File: config.mk
export PLATFORM = sky130hd
export DESIGN_NAME = hsv_gradient_position_color_flat
export DESIGN_NICKNAME = d
export VERILOG_FILES = /design/src/hdl/hgpc_pkg.sv /design/src/hdl/hgpc_if.sv /design/src/hdl/hgpc_cfg_regs.sv /design/src/hdl/hgpc_prep.sv /design/src/hdl/hgpc_blend.sv /design/src/hdl/hgpc_div_const.sv /design/src/hdl/hsv_gradient_position_color.sv /design/src/flat_wrapper.sv
export SDC_FILE = /design/constraint.sdc
export NUM_CORES = 2
export LEC_CHECK = 0
export ABC_AREA = 1
export ABC_CLOCK_PERIOD_IN_PS = 11770
export BUFFER_PORTS_ARGS = -buffer_cell sky130_fd_sc_hd__buf_2
export CAP_MARGIN = 20
export CORE_UTILIZATION = 40
export CTS_CLUSTER_DIAMETER = 30
export DETAILED_ROUTE_END_ITERATION = 12
export GPL_TIMING_DRIVEN = 0
export PLACE_DENSITY = 0.66
export SKIP_CTS_REPAIR_TIMING = 1
export SYNTH_ARGS = -nofsm -noshare
export SYNTH_HDL_FRONTEND = slang
export SYNTH_HIERARCHICAL = 1
export SYNTH_SLANG_ARGS = --single-unit
File: constraint.sdc
create_clock -name clk -period 11.77 [get_ports clk]
set_input_delay 0.5885 -clock clk [delete_from_list [all_inputs] [get_ports clk]]
set_output_delay 0.5885 -clock clk [all_outputs]
set_load 0.02 [all_outputs]
File: src/hdl/hgpc_pkg.sv
// Shared types and constants for the HSV gradient position color block.
package hgpc_pkg;

	localparam int CFG_IDX_W  = 3;
	localparam int CFG_DATA_W = 8;

	// Configuration register indexes
	typedef enum logic [CFG_IDX_W-1:0] {
		REG_START_HUE  = 3'd0,
		REG_START_SAT  = 3'd1,
		REG_START_VAL  = 3'd2,
		REG_END_HUE    = 3'd3,
		REG_END_SAT    = 3'd4,
		REG_END_VAL    = 3'd5,
		REG_REFLECT    = 3'd6,
		REG_BRIGHTNESS = 3'd7
	} cfg_reg_t;

	typedef struct packed {
		logic [7:0] start_hue;
		logic [7:0] start_sat;
		logic [7:0] start_val;
		logic [7:0] end_hue;
		logic [7:0] end_sat;
		logic [7:0] end_val;
		logic       reflect_mode;
		logic [7:0] global_brightness;
	} cfg_t;

	localparam cfg_t CFG_RESET = '{
		start_hue:         8'd0,
		start_sat:         8'd255,
		start_val:         8'd255,
		end_hue:           8'd128,
		end_sat:           8'd255,
		end_val:           8'd255,
		reflect_mode:      1'b0,
		global_brightness: 8'd255
	};

	// Hue offset sign and base, carried alongside the blend stages
	typedef struct packed {
		logic [7:0] a_hue;
		logic       neg;
	} hue_base_t;

	// Position and endpoint deltas after the first stage
	typedef struct packed {
		logic [7:0] n;
		hue_base_t  hue;
		logic [7:0] hue_d;
		logic [7:0] a_sat;
		logic [7:0] sat_d;
		logic       sat_neg;
		logic [7:0] a_val;
		logic [7:0] val_d;
		logic       val_neg;
	} prep_t;

	// Per-stage load enables
	typedef struct packed {
		logic s1;
		logic s2;
		logic s3;
		logic s4;
		logic s5;
		logic s6;
	} stage_en_t;

	// Load enables of a two-stage divider
	typedef struct packed {
		logic a;
		logic b;
	} div_en_t;

endpackage

File: src/hdl/hgpc_if.sv
// Stream interfaces for LED coordinates in and HSV colors out.
interface hgpc_in_if;
	logic       valid;
	logic       ready;
	logic [7:0] led_x;

	modport source (output valid, output led_x, input ready);
	modport sink (input valid, input led_x, output ready);
endinterface

interface hgpc_out_if;
	logic       valid;
	logic       ready;
	logic [7:0] out_hue;
	logic [7:0] out_sat;
	logic [7:0] out_val;

	modport source (output valid, output out_hue, output out_sat, output out_val, input ready);
	modport sink (input valid, input out_hue, input out_sat, input out_val, output ready);
endinterface

File: src/hdl/hgpc_cfg_regs.sv
// Configuration register file for the gradient endpoints, mode and brightness.
module hgpc_cfg_regs (
	input  logic                             clk,
	input  logic                             arst_n,
	input  logic                             we,
	input  logic [hgpc_pkg::CFG_IDX_W-1:0]   index,
	input  logic [hgpc_pkg::CFG_DATA_W-1:0]  wdata,
	output hgpc_pkg::cfg_t                   cfg_q
);
	import hgpc_pkg::*;

	// Write one register per enabled cycle
	always_ff @(posedge clk or negedge arst_n) begin
		if (!arst_n) begin
			cfg_q <= CFG_RESET;
		end else if (we) begin
			unique case (cfg_reg_t'(index))
				REG_START_HUE:  cfg_q.start_hue <= wdata;
				REG_START_SAT:  cfg_q.start_sat <= wdata;
				REG_START_VAL:  cfg_q.start_val <= wdata;
				REG_END_HUE:    cfg_q.end_hue <= wdata;
				REG_END_SAT:    cfg_q.end_sat <= wdata;
				REG_END_VAL:    cfg_q.end_val <= wdata;
				REG_REFLECT:    cfg_q.reflect_mode <= wdata[0];
				REG_BRIGHTNESS: cfg_q.global_brightness <= wdata;
			endcase
		end
	end

endmodule

File: src/hdl/hgpc_prep.sv
// Stage 1: clamp the coordinate, fold for reflect mode, pick endpoints and deltas.
module hgpc_prep #(
	parameter int X_SPAN = 224
) (
	input  logic            clk,
	input  logic            en,
	input  logic [7:0]      led_x,
	input  hgpc_pkg::cfg_t  cfg,
	output hgpc_pkg::prep_t prep_s1
);
	import hgpc_pkg::*;

	localparam logic [7:0] SPAN  = 8'(X_SPAN);
	localparam logic [8:0] SPAN9 = 9'(X_SPAN);

	logic [7:0] xs;
	logic [8:0] twice;
	logic       swap;
	logic [7:0] a_h, b_h, a_s, b_s, a_v, b_v;
	logic [7:0] cw, ccw;
	prep_t      nxt;

	// Fold position and choose the endpoint order
	always_comb begin
		xs    = (led_x > SPAN) ? SPAN : led_x;
		twice = {xs, 1'b0};
		swap  = cfg.reflect_mode && (twice > SPAN9);
		if (!cfg.reflect_mode) begin
			nxt.n = xs;
		end else if (!swap) begin
			nxt.n = twice[7:0];
		end else begin
			nxt.n = 8'(twice - SPAN9);
		end

		a_h = swap ? cfg.end_hue : cfg.start_hue;
		b_h = swap ? cfg.start_hue : cfg.end_hue;
		a_s = swap ? cfg.end_sat : cfg.start_sat;
		b_s = swap ? cfg.start_sat : cfg.end_sat;
		a_v = swap ? cfg.end_val : cfg.start_val;
		b_v = swap ? cfg.start_val : cfg.end_val;

		// Both hue distances use a 255 wrap
		if (a_h >= b_h) begin
			cw  = b_h - a_h - 8'd1;
			ccw = a_h - b_h;
		end else begin
			cw  = b_h - a_h;
			ccw = a_h - b_h - 8'd1;
		end
		nxt.hue.a_hue = a_h;
		nxt.hue.neg   = !(cw < ccw);
		nxt.hue_d     = nxt.hue.neg ? ccw : cw;

		nxt.a_sat   = a_s;
		nxt.sat_neg = b_s < a_s;
		nxt.sat_d   = nxt.sat_neg ? (a_s - b_s) : (b_s - a_s);

		nxt.a_val   = a_v;
		nxt.val_neg = b_v < a_v;
		nxt.val_d   = nxt.val_neg ? (a_v - b_v) : (b_v - a_v);
	end

	always_ff @(posedge clk) begin
		if (en) begin
			prep_s1 <= nxt;
		end
	end

endmodule

File: src/hdl/hgpc_blend.sv
// Stages 2-4: position products, blend numerators and brightness scaling.
module hgpc_blend #(
	parameter int X_SPAN = 224
) (
	input  logic                  clk,
	input  hgpc_pkg::stage_en_t   en,
	input  hgpc_pkg::prep_t       prep_s1,
	input  logic [7:0]            brightness,
	output logic [15:0]           hprod_s2,
	output logic [15:0]           snum_s3,
	output logic [23:0]           vmul_s4,
	output hgpc_pkg::hue_base_t   hbase_s4
);
	import hgpc_pkg::*;

	localparam logic [15:0] SPAN16 = 16'(X_SPAN);

	logic [15:0] sprod_s2, vprod_s2;
	logic [7:0]  a_sat_s2, a_val_s2;
	logic        sneg_s2, vneg_s2;
	hue_base_t   hbase_s2, hbase_s3;
	logic [15:0] vnum_s3;
	logic [15:0] sbase, vbase;

	// Stage 2: position times each delta
	always_ff @(posedge clk) begin
		if (en.s2) begin
			hprod_s2 <= {8'd0, prep_s1.n} * {8'd0, prep_s1.hue_d};
			sprod_s2 <= {8'd0, prep_s1.n} * {8'd0, prep_s1.sat_d};
			vprod_s2 <= {8'd0, prep_s1.n} * {8'd0, prep_s1.val_d};
			a_sat_s2 <= prep_s1.a_sat;
			a_val_s2 <= prep_s1.a_val;
			sneg_s2  <= prep_s1.sat_neg;
			vneg_s2  <= prep_s1.val_neg;
			hbase_s2 <= prep_s1.hue;
		end
	end

	// Stage 3: start term plus or minus the product
	always_comb begin
		sbase = {8'd0, a_sat_s2} * SPAN16;
		vbase = {8'd0, a_val_s2} * SPAN16;
	end

	always_ff @(posedge clk) begin
		if (en.s3) begin
			snum_s3  <= sneg_s2 ? (sbase - sprod_s2) : (sbase + sprod_s2);
			vnum_s3  <= vneg_s2 ? (vbase - vprod_s2) : (vbase + vprod_s2);
			hbase_s3 <= hbase_s2;
		end
	end

	// Stage 4: scale the value numerator by brightness
	always_ff @(posedge clk) begin
		if (en.s4) begin
			vmul_s4  <= {8'd0, vnum_s3} * {16'd0, brightness};
			hbase_s4 <= hbase_s3;
		end
	end

endmodule

File: src/hdl/hgpc_div_const.sv
// Two-stage floor division by a constant: reciprocal estimate, then one correction.
module hgpc_div_const #(
	parameter int DIVISOR = 224,
	parameter int NUM_W   = 16,
	parameter int Q_W     = 8
) (
	input  logic                  clk,
	input  hgpc_pkg::div_en_t     en,
	input  logic [NUM_W-1:0]      num,
	output logic [Q_W-1:0]        quo_q
);
	import hgpc_pkg::*;

	// Reciprocal scaled by 2^NUM_W; estimate is low by at most one
	localparam logic [NUM_W-1:0] RECIP = NUM_W'((64'd1 << NUM_W) / DIVISOR);
	localparam logic [NUM_W-1:0] DIV_C = NUM_W'(DIVISOR);

	logic [2*NUM_W-1:0] prod;
	logic [Q_W-1:0]     est_a_q;
	logic [NUM_W-1:0]   num_a_q;
	logic [NUM_W-1:0]   qd;
	logic [NUM_W-1:0]   rem;

	// Estimate quotient
	assign prod = {{NUM_W{1'b0}}, num} * {{NUM_W{1'b0}}, RECIP};

	always_ff @(posedge clk) begin
		if (en.a) begin
			est_a_q <= prod[NUM_W +: Q_W];
			num_a_q <= num;
		end
	end

	// Bump the estimate when the remainder still holds a divisor
	always_comb begin
		qd  = {{(NUM_W-Q_W){1'b0}}, est_a_q} * DIV_C;
		rem = num_a_q - qd;
	end

	always_ff @(posedge clk) begin
		if (en.b) begin
			quo_q <= est_a_q + Q_W'(rem >= DIV_C);
		end
	end

endmodule

File: src/hdl/hsv_gradient_position_color.sv
// An accepted led_x passes through the six-stage pipeline to the output register;
// it holds one item per stage and takes one item per cycle while the output moves.
// A stalled output holds the full stages behind it; empty upstream stages take items.
// Reset clears each stage valid bit and returns config registers to their defaults.
// The value path sets the depth: blend, brightness multiply, two-stage divide.
module hsv_gradient_position_color #(
	parameter int X_SPAN = 224
) (
	input  logic                             clk,
	input  logic                             arst_n,
	input  logic                             cfg_we,
	input  logic [hgpc_pkg::CFG_IDX_W-1:0]   cfg_index,
	input  logic [hgpc_pkg::CFG_DATA_W-1:0]  cfg_wdata,
	hgpc_in_if.sink                          pix_in,
	hgpc_out_if.source                       pix_out
);
	import hgpc_pkg::*;

	localparam int VDEN  = X_SPAN * 255;
	localparam int VDIV  = 2 * VDEN;
	localparam int VNUM_W = 25;

	cfg_t        cfg_q;
	prep_t       prep_s1;
	stage_en_t   en;
	div_en_t     hue_div_en, sat_div_en, val_div_en;
	logic        valid_s1, valid_s2, valid_s3, valid_s4, valid_s5, valid_s6;
	logic [15:0] hprod_s2, snum_s3;
	logic [23:0] vmul_s4;
	hue_base_t   hbase_s4;
	logic [7:0]  hq_s4, sat_s5, val_s6;
	logic [7:0]  hue_s5, hue_s6, sat_s6;
	logic [VNUM_W-1:0] vnum;

	hgpc_cfg_regs u_cfg (
		.clk    (clk),
		.arst_n (arst_n),
		.we     (cfg_we),
		.index  (cfg_index),
		.wdata  (cfg_wdata),
		.cfg_q  (cfg_q)
	);

	// Advance each stage when it is empty or its successor moves
	always_comb begin
		en.s6 = !valid_s6 || pix_out.ready;
		en.s5 = !valid_s5 || en.s6;
		en.s4 = !valid_s4 || en.s5;
		en.s3 = !valid_s3 || en.s4;
		en.s2 = !valid_s2 || en.s3;
		en.s1 = !valid_s1 || en.s2;
	end

	// Map stage enables onto the two steps of each divider
	always_comb begin
		hue_div_en.a = en.s3;
		hue_div_en.b = en.s4;
		sat_div_en.a = en.s4;
		sat_div_en.b = en.s5;
		val_div_en.a = en.s5;
		val_div_en.b = en.s6;
	end

	assign pix_in.ready = en.s1;

	always_ff @(posedge clk or negedge arst_n) begin
		if (!arst_n) begin
			valid_s1 <= 1'b0;
			valid_s2 <= 1'b0;
			valid_s3 <= 1'b0;
			valid_s4 <= 1'b0;
			valid_s5 <= 1'b0;
			valid_s6 <= 1'b0;
		end else begin
			if (en.s1) valid_s1 <= pix_in.valid;
			if (en.s2) valid_s2 <= valid_s1;
			if (en.s3) valid_s3 <= valid_s2;
			if (en.s4) valid_s4 <= valid_s3;
			if (en.s5) valid_s5 <= valid_s4;
			if (en.s6) valid_s6 <= valid_s5;
		end
	end

	hgpc_prep #(.X_SPAN(X_SPAN)) u_prep (
		.clk     (clk),
		.en      (en.s1),
		.led_x   (pix_in.led_x),
		.cfg     (cfg_q),
		.prep_s1 (prep_s1)
	);

	hgpc_blend #(.X_SPAN(X_SPAN)) u_blend (
		.clk        (clk),
		.en         (en),
		.prep_s1    (prep_s1),
		.brightness (cfg_q.global_brightness),
		.hprod_s2   (hprod_s2),
		.snum_s3    (snum_s3),
		.vmul_s4    (vmul_s4),
		.hbase_s4   (hbase_s4)
	);

	// Hue offset divide in stages 3 and 4
	hgpc_div_const #(.DIVISOR(X_SPAN), .NUM_W(16), .Q_W(8)) u_hue_div (
		.clk   (clk),
		.en    (hue_div_en),
		.num   (hprod_s2),
		.quo_q (hq_s4)
	);

	// Saturation divide in stages 4 and 5
	hgpc_div_const #(.DIVISOR(X_SPAN), .NUM_W(16), .Q_W(8)) u_sat_div (
		.clk   (clk),
		.en    (sat_div_en),
		.num   (snum_s3),
		.quo_q (sat_s5)
	);

	// Round half up: (2*num + den) / (2*den), divided in stages 5 and 6
	assign vnum = {vmul_s4, 1'b0} + VNUM_W'(VDEN);

	hgpc_div_const #(.DIVISOR(VDIV), .NUM_W(VNUM_W), .Q_W(8)) u_val_div (
		.clk   (clk),
		.en    (val_div_en),
		.num   (vnum),
		.quo_q (val_s6)
	);

	// Apply the hue offset modulo 256, then align hue and saturation with value
	always_ff @(posedge clk) begin
		if (en.s5) begin
			hue_s5 <= hbase_s4.neg ? (hbase_s4.a_hue - hq_s4) : (hbase_s4.a_hue + hq_s4);
		end
	end

	always_ff @(posedge clk) begin
		if (en.s6) begin
			hue_s6 <= hue_s5;
			sat_s6 <= sat_s5;
		end
	end

	assign pix_out.valid   = valid_s6;
	assign pix_out.out_hue = hue_s6;
	assign pix_out.out_sat = sat_s6;
	assign pix_out.out_val = val_s6;

	// An empty first stage never blocks the input
	a_empty_accepts: assert property (@(posedge clk) disable iff (!arst_n)
		!valid_s1 |-> pix_in.ready)
		else $error("input blocked with stage 1 empty");

	// An item in stage 5 moves into stage 6 when stage 6 loads
	a_no_drop: assert property (@(posedge clk) disable iff (!arst_n)
		valid_s5 && en.s6 |=> valid_s6)
		else $error("item lost between stages 5 and 6");

	// A full pipeline behind a blocked output takes nothing
	a_full_stall: assert property (@(posedge clk) disable iff (!arst_n)
		valid_s1 && valid_s2 && valid_s3 && valid_s4 && valid_s5 && valid_s6
		&& !pix_out.ready |-> !pix_in.ready)
		else $error("input accepted into a full stalled pipeline");

	// The folded position never exceeds the span
	a_pos_range: assert property (@(posedge clk) disable iff (!arst_n)
		valid_s1 |-> prep_s1.n <= 8'(X_SPAN))
		else $error("folded position beyond span");

	// An accepted item occupies stage 1 on the next cycle
	a_enter: assert property (@(posedge clk) disable iff (!arst_n)
		pix_in.valid && pix_in.ready |=> valid_s1)
		else $error("accepted item missing from stage 1");

endmodule
File: src/flat_wrapper.sv
// flat-port wrapper written by rule: the top's interface ports become plain ports
module hsv_gradient_position_color_flat import hgpc_pkg::*;
#(
	parameter int X_SPAN = 224
)
  (clk, arst_n, cfg_we, cfg_index, cfg_wdata, pix_in_valid, pix_in_led_x, pix_in_ready, pix_out_valid, pix_out_out_hue, pix_out_out_sat, pix_out_out_val, pix_out_ready);
  hgpc_in_if pix_in_i ();
  hgpc_out_if pix_out_i ();
  input  logic clk;
  input  logic arst_n;
  input  logic cfg_we;
  input  logic [hgpc_pkg::CFG_IDX_W-1:0] cfg_index;
  input  logic [hgpc_pkg::CFG_DATA_W-1:0] cfg_wdata;
  input wire logic [$bits(pix_in_i.valid)-1:0] pix_in_valid;
  input wire logic [$bits(pix_in_i.led_x)-1:0] pix_in_led_x;
  output wire logic [$bits(pix_in_i.ready)-1:0] pix_in_ready;
  output wire logic [$bits(pix_out_i.valid)-1:0] pix_out_valid;
  output wire logic [$bits(pix_out_i.out_hue)-1:0] pix_out_out_hue;
  output wire logic [$bits(pix_out_i.out_sat)-1:0] pix_out_out_sat;
  output wire logic [$bits(pix_out_i.out_val)-1:0] pix_out_out_val;
  input wire logic [$bits(pix_out_i.ready)-1:0] pix_out_ready;
  assign pix_in_i.valid = pix_in_valid;
  assign pix_in_i.led_x = pix_in_led_x;
  assign pix_in_ready = pix_in_i.ready;
  assign pix_out_valid = pix_out_i.valid;
  assign pix_out_out_hue = pix_out_i.out_hue;
  assign pix_out_out_sat = pix_out_i.out_sat;
  assign pix_out_out_val = pix_out_i.out_val;
  assign pix_out_i.ready = pix_out_ready;
  hsv_gradient_position_color #(.X_SPAN(X_SPAN)) u_core (.clk(clk), .arst_n(arst_n), .cfg_we(cfg_we), .cfg_index(cfg_index), .cfg_wdata(cfg_wdata), .pix_in(pix_in_i), .pix_out(pix_out_i));
endmodule
==> Word-level counts from Yosys, hierarchy flattened <==
Index checks and enable logic that the tools add are counted.
{ "word_totals": {"ff_bits": 400, "latchBits": 0, "ramBits": 0, "mem_bits_ro": 0, "inputBits": 24, "out_inout_bits": 26, "elab_cells": 142, "memories": 0} }
{ "op_classes": {"add_sub_neg": 22, "multipliers": 12, "div_mod_pow": 0, "order_cmp": 9, "n_eq_ne": 7, "shifts": 0, "mux": 17, "n_bitwise": 0, "n_reduce_logical": 23} }
{ "ops": {"columns": ["cell", "count"], "rows": [
  ["two-way mux 8 bit", 15],
  ["subtractor 16 bit", 4],
  ["subtractor 8 bit", 7],
  ["multiplier 8 x 8 -> 16 bit", 3],
  ["multiplier 16 x 7 -> 22 bit, second input constant", 2],
  ["multiplier 8 x 3 -> 11 bit, second input constant", 4],
  ["multiplier 25 x 9 -> 33 bit, second input constant", 1],
  ["adder 16 bit", 2],
  ["greater-or-equal comparator 16 x 8 -> 1 bit, second input constant", 2],
  ["two-way mux 16 bit", 2],
  ["adder 25 x 16 -> 25 bit, second input constant", 1],
  ["greater-or-equal comparator 25 x 17 -> 1 bit, second input constant", 1],
  ["subtractor 25 bit", 1],
  ["adder 8 x 1 -> 8 bit", 3],
  ["< comparator 8 bit", 3],
  ["multiplier 16 x 8 -> 24 bit", 1],
  ["multiplier 8 x 11 -> 19 bit, second input constant", 1],
  ["AND reduction 2 bit", 8],
  ["subtractor 8 x 1 -> 8 bit, second input constant", 2],
  ["== test 3 bit, second input constant", 4],
  ["> comparator 9 x 8 -> 1 bit, second input constant", 1],
  ["adder 8 bit", 1],
  ["greater-or-equal comparator 8 bit", 1],
  ["> comparator 8 bit, second input constant", 1],
  ["other kinds (7)", 19]
]} }

==> Depth between registers and ports, before layout <==
{ "depth": {"depth_word": 10, "mapped_depth": 37, "depth_no_buf": 36} }

==> By module <==
The synthesis kept the hierarchy.
{ "by_module_without_submodules": {"columns": ["module", "n_inst", "cells_per_inst", "area_per_inst_um2", "seq_area_each_um2"], "rows": [
  ["hgpc_blend", 1, 2417, 19293.5, 4474.3],
  ["hgpc_div_const (u_core.u_val_div)", 1, 943, 7537.2, 1051.0],
  ["hgpc_div_const (u_core.u_hue_div ...)", 2, 447, 3614.7, 810.8],
  ["hgpc_prep", 1, 720, 5187.5, 1771.7],
  ["hgpc_cfg_regs", 1, 259, 2318.5, 1477.7],
  ["hsv_gradient_position_color", 1, 255, 2015.7, 870.8]
]} }

==> Worst setup path after synthesis <==
OpenSTA, ideal clock, no wires.
{ "synth_timing": {"path_kind": "reg-to-reg", "from": "register u_core.u_val_div.est_a_q[6]", "to": "register u_core.u_val_div.quo_q[6], data pin", "setup_ns": 0.268, "arrival_ns": 5.273, "t_required_ns": 11.502, "slack_ns": 6.229, "stages_incl_launch_ff": 32, "n_path_buf": 0, "synth_period_minus_slack_ns": 5.541, "path_cell_list": "edfxtp_1 fa_1 fa_1 fa_1 inv_1 fa_1 inv_1 ha_1 a21oi_1 o21ai_0 a21oi_1 nor2_1 nor2_1 xor2_1 ha_1 nand2_1 inv_1 nand3_1 nor2_2 nand3_1 nand3_2 inv_2 nand2_1 nand2_1 nor2_1 nand3_1 ha_1 nand2_1 inv_1 nand2_1 nor3_1 xor2_1"} }
{ "synth_between": {"elab_chain_len": 4} }
{ "synth_rtl": {"columns": ["item", "line", "text"], "rows": [
  ["start: declaration", "hgpc_div_const.sv:19", "logic [Q_W-1:0] est_a_q;"],
  ["start signal: assignment", "hgpc_div_const.sv:29", "est_a_q <= prod[NUM_W +: Q_W];"],
  ["multiplier 8 x 11 -> 19 bit", "hgpc_div_const.sv:36", "qd = {{(NUM_W-Q_W){1'b0}}, est_a_q} * DIV_C;"],
  ["subtractor 25 bit", "hgpc_div_const.sv:37", "rem = num_a_q - qd;"],
  ["greater-or-equal comparator 25 x 17 -> 1 bit", "hgpc_div_const.sv:42", "quo_q <= est_a_q + Q_W'(rem >= DIV_C);"],
  ["adder 8 x 1 -> 8 bit *", "hgpc_div_const.sv:42", null],
  ["end signal: assignment", "hgpc_div_const.sv:42", null],
  ["end: declaration", "hgpc_div_const.sv:10", "output logic [Q_W-1:0] quo_q"]
]} }
Every way passes the cells marked *; elsewhere a longest branch is shown, timed or not.
A chain may end at the register's enable or synchronous reset.

==> Worst setup path after layout <==
{ "layout_timing": {"from": "register u_core.u_val_div.est_a_q[6]", "to": "register u_core.u_val_div.quo_q[7], data pin"} }
The elaborated chain is that of the path after synthesis.

==> impl_metrics.yaml <==
status:
  status: "completed"
floorplan:
  num_rows: 120
  die_w_um: 332
  ios: 50
  start_util: 0.405
  dieHeight_um: 332
  core_sq_um: 108000
  die-area_sq_um: 110000
logic_synthesis:
  async_flop_share: 0.164
  synth-simple-area-share: 0.222
  synth_top_family_by_area: "adder cells"
  synth_warnings: 6
  syn_area_sq_um: 43600
  synth-edff-count: 321
  synthFlopType: "edfxtp_1"
  synth_cell_types: 61
  ys_seq_area_frac: 0.259
  syn-instance-count: 5488
  synth_fa_ha_area_frac: 0.304
  syn_area_per_cell_sq_um: 7.94
  synth.area.mux_share: 0.000689
  synth_compound_area_frac: 0.0592
  synth-xor-area-share: 0.0419
  ys_ff_latch: 384
placement:
  place_inst: 6948
  hpwl_um: 79200
  gp_congestion: 0.914
  place_area_sq_um: 45800
  numPortBuffers: 48
sta:
  min_period_over_period: 0.544
  clock-skew-final_ns: 0.0412
  finalMaxSlewViolations: 0
  hold-worst-slack_ns: 0.0710
  finalHoldViolCount: 0
  fin_tns_setup_ns: 0
  rsz0062_at_grt: "false"
  tightest_slew_ns: 1.32
  finalSetupViolations: 0
  fmax_mhz: 156
  min_period_ns: 6.40
  max-slew-margin-rel: 0.117
route:
  ant_nets: 0
  drtPass1Iterations: 5
  wl_um: 96500
  num_vias: 34100
  viasPerCell: 4.80
  drt_iter0_markers: 1779
  routedWlPerCell_um: 13.6
  drc: 0
global_routing:
  grt_overflow: 0
  grt_util_all_layers: 0.178
  grt_pass1_vias: 34200
  grt_first_pass_wirelength_um: 163000
  antenna_found_initial: 0
  grt_max_degree: 75
setup_path:
  worst_path_most_repeated_cell: "nor2_1"
  endpoint_kind: "register"
  max_stage_delay_ns: 0.62
  path_class: "reg2reg"
  crit_arrival_ns: 6.79
  cp_max_fo: 8
  start_kind: "register"
  crit_path_top_delay_cell: "fa_1"
  crit_required_ns: 12.16
cells_and_area:
  fillerInstances: 10500
  areaGrowthSynthToFinish_pct: 11.7
  layout_common_cells: "nand2_1, inv_1, ha_1"
  layout.nets: 6529
  design_area_sq_um: 48700
  mostFrequentLayoutCell: "nand2_1"
  diodes: 0
  drive_above_1_share: 0.0736
  fin_cells: 7106
cts:
  cts_tree: "built"
  cts_max_path_buffers: 3
  numCtsBuffers: 85
  root_buffer: "clkbuf_16"
  htreeDepth: 3
  clkLatencyLatePin_ns: 0.65
  cts_num_sinks: 384
  clk_pin_slew_ns: 0.05
run:
  maxCapViolCount: 0
min_path:
  hp-class: "in2async"
## path summary, 6_finish.rpt
kind                                                        from                             endpoint  slack [ns]  depth (start not counted)
max                        u_core/u_val_div/est_a_q[6]$_DFFE_PP_  u_core/u_val_div/quo_q[7]$_DFFE_PP_        5.37                         30
min in group clk                                    pix_in_valid          u_core/valid_s1$_DFFE_PN0P_        0.23                          3
min                                                       arst_n          u_core/valid_s1$_DFFE_PN0P_        0.07                          1
max reg2reg                u_core/u_val_div/est_a_q[6]$_DFFE_PP_  u_core/u_val_div/quo_q[7]$_DFFE_PP_        5.37                         30
max in group asynchronous                                 arst_n     u_core/pix_out.valid$_DFFE_PN0P_       11.14                          1
min reg2reg                           u_core/hue_s5[4]$_DFFE_PP_  u_core/pix_out.out_hue[4]$_DFFE_PP_        0.40                          0
## cell families after synthesis
family          Yosys count
compound gates          440
other cells               1
flops                   384
mux                       3
xor+xnor                205
buf+inv                1285
fa+ha+maj               873
simple gates           2297
## layout make-up
cell class                 count  area (sq um)  share of cell area
sequential                   384         11300               0.231
multi-input combinational   3821         27400               0.563
buffer                       103           503              0.0103
inverter                    1182          4440              0.0912
clock inverter                64           756              0.0155
clock buffer                  94          2180              0.0448
tap                         1403          1760              0.0361
timing repair buffer          55           390             0.00802
## metrics by stage
| step | util | worst slack (ns) |
|---|---|---|
| floorplan | - | 6.23 |
| global placement | 0.424 | 4.54 |
| detailed placement | 0.426 | 5.41 |
| CTS | 0.453 | 5.36 |
| global route | 0.453 | 5.02 |
| finish | 0.453 | 5.37 |
## synthesized netlist by cell type, types with 19 or more instances
| cell | number | area (sq um) |
|---|---|---|
| nand2_1 | 1519 | 5700 |
| inv_1 | 1165 | 4370 |
| ha_1 | 562 | 7030 |
| edfxtp_1 | 321 | 9640 |
| fa_1 | 311 | 6230 |
| nand3_1 | 291 | 1460 |
| nor2_1 | 262 | 983 |
| a21oi_1 | 173 | 866 |
| xor2_1 | 144 | 1260 |
| o21ai_0 | 103 | 515 |
| nand4_1 | 71 | 444 |
| clkbuf_1 | 67 | 251 |
| xnor2_1 | 57 | 499 |
| nand2_2 | 45 | 282 |
| dfstp_2 | 41 | 1080 |
| a21o_1 | 31 | 233 |
| nor3_1 | 30 | 150 |
| a31oi_1 | 23 | 144 |
| o21ai_1 | 23 | 115 |
| dfrtp_1 | 22 | 551 |
| o21bai_1 | 19 | 143 |
## critical path, delay by kind of cell, from the launching register on
| family | cells | cell delay, ns |
|---|---|---|
| flip-flops | 1 | 0.58 |
| adder cells (fa/ha/maj) | 7 | 2.97 |
| buffers and inverters | 4 | 0.22 |
| AND/OR/NAND/NOR | 13 | 1.47 |
| XOR/XNOR | 2 | 0.31 |
| AO/OA/AOI/OAI | 4 | 0.56 |
## metal layers
| layer | global-route usage | share of wire | routed length [um] | vias to the layer above |
|---|---|---|---|---|
| met4 | 0.0540 | 0.023 | 2260 | 0 |
| li1 | - | - | - | 17500 |
| met2 | 0.313 | 0.48 | 46500 | 612 |
| met5 | 0 | 0 | 0 | - |
| met1 | 0.224 | 0.46 | 44200 | 15900 |
| met3 | 0.0235 | 0.036 | 3490 | 155 |
## sequential cells by signal (all words and copies together) (netlist names), 9 cells and up
register                  flops
u_core/u_prep/prep_s1        59
u_core/u_cfg/cfg_q           57
u_core/u_blend/vmul_s4       24
u_core/u_val_div/num_a_q     19
u_core/u_blend/hprod_s2      16
u_core/u_blend/snum_s3       16
u_core/u_blend/sprod_s2      16
u_core/u_blend/vnum_s3       16
u_core/u_blend/vprod_s2      16
u_core/u_hue_div/num_a_q     11
u_core/u_sat_div/num_a_q     11
u_core/u_blend/hbase_s2       9
u_core/u_blend/hbase_s3       9
u_core/u_blend/hbase_s4       9
Power is left out: the tool's default activity adds up to more than one toggle a clock period on the data nets, which glitch-free logic cannot reach.
